--- src/rtl/pmd_pkg.sv ---
`default_nettype none
package pmd_pkg;
  localparam int PIX_W   = 16;
  localparam int DIFF_W  = PIX_W + 1;
  localparam int K2_W    = 2 * PIX_W;
  localparam int NUM_W   = 3 * PIX_W;
  localparam int DEN_W   = 2 * PIX_W + 1;
  localparam int Q_W     = PIX_W;
  localparam int FLUX_W  = Q_W + 1;
  localparam int SUM_W   = FLUX_W + 2;
  localparam int LANES   = 4;
  localparam int FRONT_STAGES = 2;
  localparam int DIV_STAGES   = Q_W;
  localparam logic [PIX_W-1:0] KAPPA_RESET = 16'd2560;
  localparam logic [PIX_W-1:0] PIX_MAX = '1;

  typedef logic [PIX_W-1:0] pix_t;
  typedef logic [NUM_W-1:0] num_t;
  typedef logic [DEN_W-1:0] den_t;
  typedef logic signed [FLUX_W-1:0] flux_t;
endpackage
`default_nettype wire

--- src/rtl/pmd_div_lane.sv ---
`default_nettype none
module pmd_div_lane (
  input  wire logic clk,
  input  wire logic en,
  input  wire pmd_pkg::num_t num,
  input  wire pmd_pkg::den_t den,
  input  wire logic neg,
  input  wire logic kz,
  output pmd_pkg::flux_t flux
);
  localparam int N = pmd_pkg::DIV_STAGES;
  localparam int RW = pmd_pkg::DEN_W;

  logic [RW-1:0]          rem [N+1];
  logic [pmd_pkg::Q_W-1:0] lo [N+1];
  logic [pmd_pkg::Q_W-1:0] quo [N+1];
  pmd_pkg::den_t          dv [N+1];
  logic                   ng [N+1];
  logic                   zr [N+1];

  // quotient fits in Q_W bits, so the high part starts below the divisor
  assign rem[0] = RW'(num[pmd_pkg::NUM_W-1:pmd_pkg::Q_W]);
  assign lo[0]  = num[pmd_pkg::Q_W-1:0];
  assign quo[0] = '0;
  assign dv[0]  = den;
  assign ng[0]  = neg;
  assign zr[0]  = kz;

  for (genvar s = 0; s < N; s++) begin : g_step
    logic [RW:0] t;
    logic        ge;
    assign t  = {rem[s], lo[s][pmd_pkg::Q_W-1]};
    assign ge = (t >= {1'b0, dv[s]});
    always_ff @(posedge clk) begin
      if (en) begin
        rem[s+1] <= ge ? RW'(t - {1'b0, dv[s]}) : t[RW-1:0];
        lo[s+1]  <= {lo[s][pmd_pkg::Q_W-2:0], 1'b0};
        quo[s+1] <= {quo[s][pmd_pkg::Q_W-2:0], ge};
        dv[s+1]  <= dv[s];
        ng[s+1]  <= ng[s];
        zr[s+1]  <= zr[s];
      end
    end
  end

  always_comb begin
    if (zr[N]) flux = '0;
    else if (ng[N]) flux = -$signed({1'b0, quo[N]});
    else flux = $signed({1'b0, quo[N]});
  end
endmodule
`default_nettype wire

--- config.mk ---
export PLATFORM = sky130hd
export DESIGN_NAME = pmd_div_lane
export DESIGN_NICKNAME = d
export VERILOG_FILES = /design/src/rtl/pmd_pkg.sv /design/src/rtl/pmd_div_lane.sv
export SDC_FILE = /design/constraint.sdc
export NUM_CORES = 2
export LEC_CHECK = 0
export BUFFER_PORTS_ARGS = -buffer_cell sky130_fd_sc_hd__clkbuf_2
export CAP_MARGIN = 10
export CORE_MARGIN = 1.5
export CORE_UTILIZATION = 50
export CTS_CLUSTER_DIAMETER = 80
export DETAILED_ROUTE_END_ITERATION = 12
export GPL_ROUTABILITY_DRIVEN = 0
export HOLD_SLACK_MARGIN = 0.1
export PLACE_DENSITY = 0.68
export SLEW_MARGIN = 20
export SYNTH_ARGS = -nofsm -noshare
export SYNTH_HDL_FRONTEND = slang
export SYNTH_SLANG_ARGS = --single-unit
--- constraint.sdc ---
create_clock -name clk -period 5.8 [get_ports clk]
set_clock_uncertainty 0.2 [all_clocks]
set_input_delay 1.45 -clock clk [delete_from_list [all_inputs] [get_ports clk]]
set_output_delay 1.45 -clock clk [all_outputs]
set_load 0.01 [all_outputs]
==> results.cfg <==
[clocking]
ctsResizeCount = 0
cts_root_buffer = clkbuf_16
hold_buffers = 0
cts_buffers = 144
htree_num_levels = 4
clk_path_buf_depth = 3
cts_sinks = 1278
clkLatencyLatePin_ns = 0.77
cts_tree = done
path_clk_slew_ns = 0.06
postCtsSetupBuffers = 0

[synthesis]
synthesis.nets = 7009
netlist_area_um2 = 71300
synthArstFlopShare_pct = 0
syn_inst = 6380
avgSynthCellArea_um2 = 11.2
ys_seq_area_share_pct = 53.8
yosys_warnings = 0
synth_cell_types = 86
synth-seq-cells = 1278
synth_compound_area_share_pct = 15.5
synthXorXnorAreaFrac_pct = 5.44
synthAdderAreaFrac_pct = 9.70
synth_edf_count = 1278
synth_top_family_by_area = compound AO/OA/AOI/OAI gates
synth-main-ff-cell = edfxtp_1
synthSimpleGateAreaFrac_pct = 8.96
synthMuxAreaShare_pct = 2.18

[route]
vias = 47300
via_per_inst = 5.53
drc = 0
finalWirelength_um = 140000
wl_per_cell_um = 16.3
drt_iter0_drc = 2532
firstDrtPassIters = 5
drtAntennaViolNets = 0

[timing]
max_slew.worst_pin.slew_ns = 1.00
fin_crit_sh_pct = 85.3
slew_violations = 0
rsz0062_at_grt = no
setup_ws_ns = 0.851
max_freq_mhz = 202
relSlewSlack_pct = 33.1
setup-tns-final_ns = 0
whs_ns = 0.198
min_period_ns = 4.95
setup_viol_count_final = 0
hold_viol = 0

[worst_setup_path]
crit_required_ns = 6.12
r2r-end = g_step[11].t[2]
critical_path_class = reg2reg
regToRegStartpoint = g_step[10].t[0]
path_max_fanout = 44
critPathArrivalTime_ns = 5.27
rrSetupSlack_ns = 0.85
end_kind = flip-flop
cp-start-kind = flip-flop
worst-r2r-cell-count = 14

[die]
dieWidth_um = 381
start_util_pct = 50.4
rows = 138
ios = 102
die_h_um = 381
dieArea_um2 = 145000
core_region_area_um2 = 142000

[power_and_ir_drop]
power.total_mw = 41.9
switchingPower_mw = 15.5
switching_share_pct = 36.9
vdd_ir_drop_max_uv = 278
p_per_area_nw_per_um2 = 531
p_clk_share_pct = 20.3
power_frac_comb_pct = 44.6
p_int_mw = 26.4
p_leak_nw = 32.6
seqPwrFrac_pct = 35.1

[layout]
syn_to_final_growth_pct = 10.5
finalNetCount = 7166
layout-drive-gt1-share_pct = 7.69
diodes = 0

[global_route]
first_global_vias = 48300
grt_pass1_wl_um = 227000
grt_max_degree = 122
grt_overflow_total = 0
antenna_found_initial = 0
grt_usage_pct = 19.1

[status]
status = completed

[worst_hold_path]
hp-class = reg2reg
hold_depth = 0
holdPathEnd = lo[236]
worstHoldStart = lo[251]

[place]
place_hpwl_um = 106000
io_buffers = 101
dp_worst_setup_slack_ns = 0.683

[flow_run]
maxCapViolCount = 0
metrics by stage:
stage          cell area (um2)  instances  utilization (%)
3_3_place_gp             74300       8281             52.5
4_1_cts                  78800       8544             55.7
2_1_floorplan            71300       6380                -
6_report                 78800       8544             55.7
5_1_grt                  78800       8544             55.7
3_5_place_dp             74300       8281             52.5
cells by family (layout without fill, tap and decap cells):
family / Yosys count / after routing
buffers and inverters: 814 / 1088
XOR/XNOR: 443 / 443
multiplexers: 140 / 140
AND/OR/NAND/NOR: 1399 / 1399
flip-flops: 1278 / 1278
AO/OA/AOI/OAI: 1762 / 1762
adder cells (fa/ha/maj): 544 / 544
sequential cells by signal (all words and copies together), names as in the netlist:
name	cells
dv	495
quo	136
zr	16
lo	105
g_step.t	510
ng	16
power by group through the flow:
stage	combinational (mW)	sequential, mW	clock (mW)
floorplan	14.5	14.4	0
global placement	18.0	14.8	0
detailed placement	18.4	14.9	0
CTS	18.5	14.7	8.74
global route	20.9	14.9	9.09
finish	18.7	14.7	8.50
worst max-delay path: stages, from the launching register on:
cell	delay (ns)
edfxtp_1	0.38
inv_1	0.07
ha_1	0.15
inv_1	0.05
fa_1	0.40
a21o_1	0.23
a31oi_1	0.36
o311a_1	0.29
o21ai_0	0.16
a211oi_1	0.60
o21ai_1	0.27
a31oi_1	0.35
o21a_1	0.52
buf_12	0.27
mux2_2	0.35
cells in the mapped netlist (9+ instances only):
master,instances,area [um2]
a2111oi_0,17,149
clkbuf_1,111,417
mux2_1,23,259
ha_1,529,6620
a21oi_1,507,2540
edfxtp_1,1278,38400
xnor2_1,258,2260
and3_1,53,332
o31a_1,11,96.3
or3_1,12,75.1
inv_1,667,2500
buf_2,14,70.1
and4_1,16,140
nand4_1,78,488
or2_2,22,138
nand2_1,563,2110
nor3b_1,10,75.1
a211o_1,12,105
fa_1,15,300
mux2i_1,17,170
nor2_1,335,1260
a221oi_1,18,158
nor3_1,60,300
nor4_1,12,75.1
a21o_1,291,2180
o21bai_1,88,661
o2111ai_1,10,87.6
mux2_2,100,1130
nand2b_1,52,325
xor2_1,185,1620
a221o_1,9,90.1
o211ai_1,22,165
a31oi_1,54,338
o21ai_0,463,2320
o21a_1,59,443
a21boi_0,17,128
o31ai_1,32,240
nor2b_1,53,332
and2_1,23,144
a211oi_1,40,300
a41oi_1,10,87.6
nand3_1,96,480
cell type report:
class,count,area [um2]
tap,1890,2360
fill,11700,62800
clock inverter,87,759
multi-input combinational,4288,29900
inverter,669,2510
timing repair buffer,156,1170
sequential,1278,38400
clock buffer,176,3720
worst max-delay path by stage:
| stage | startpoint | to | slack, ns |
|---|---|---|---|
| after detailed placement | den[1] | g_step[1].t[6] | 0.68 |
| final | g_step[10].t[0] | g_step[11].t[2] | 0.85 |
| after CTS | g_step[10].t[0] | g_step[11].t[2] | 0.97 |
| after floorplan | den[9] | g_step[1].t[27] | 1.20 |
| after global routing | g_step[10].t[0] | g_step[11].t[2] | 0.53 |
| after global placement | den[1] | g_step[1].t[7] | 0.70 |
cells in the final DEF (no fill, tap or decap), types with 35 or more instances in the layout:
master	Yosys	routed
xor2_1	185	185
xnor2_1	258	258
o21bai_1	88	88
ha_1	529	529
mux2_2	100	100
and3_1	53	53
clkbuf_16	0	144
o21a_1	59	59
nand4_1	78	78
nor2b_1	53	53
nand2_1	563	563
nand2b_1	52	52
a21oi_1	507	507
a211oi_1	40	40
a21o_1	291	291
nand3_1	96	96
clkinv_1	0	35
clkbuf_2	0	100
nor2_1	335	335
buf_4	8	36
a31oi_1	54	52
inv_1	667	667
o21ai_0	463	462
nor3_1	60	60
edfxtp_1	1278	1278
routing by layer:
| layer | routed length [um] | GRT usage [%] | up-vias |
|---|---|---|---|
| met5 | 0 | 0 | - |
| met4 | 8940 | 12.5 | 0 |
| met3 | 4910 | 2.76 | 539 |
| met2 | 74100 | 36.9 | 1225 |
| met1 | 51700 | 18.7 | 21900 |
| li1 | - | - | 23600 |
No activity file was read; power rests on OpenSTA's default activity.
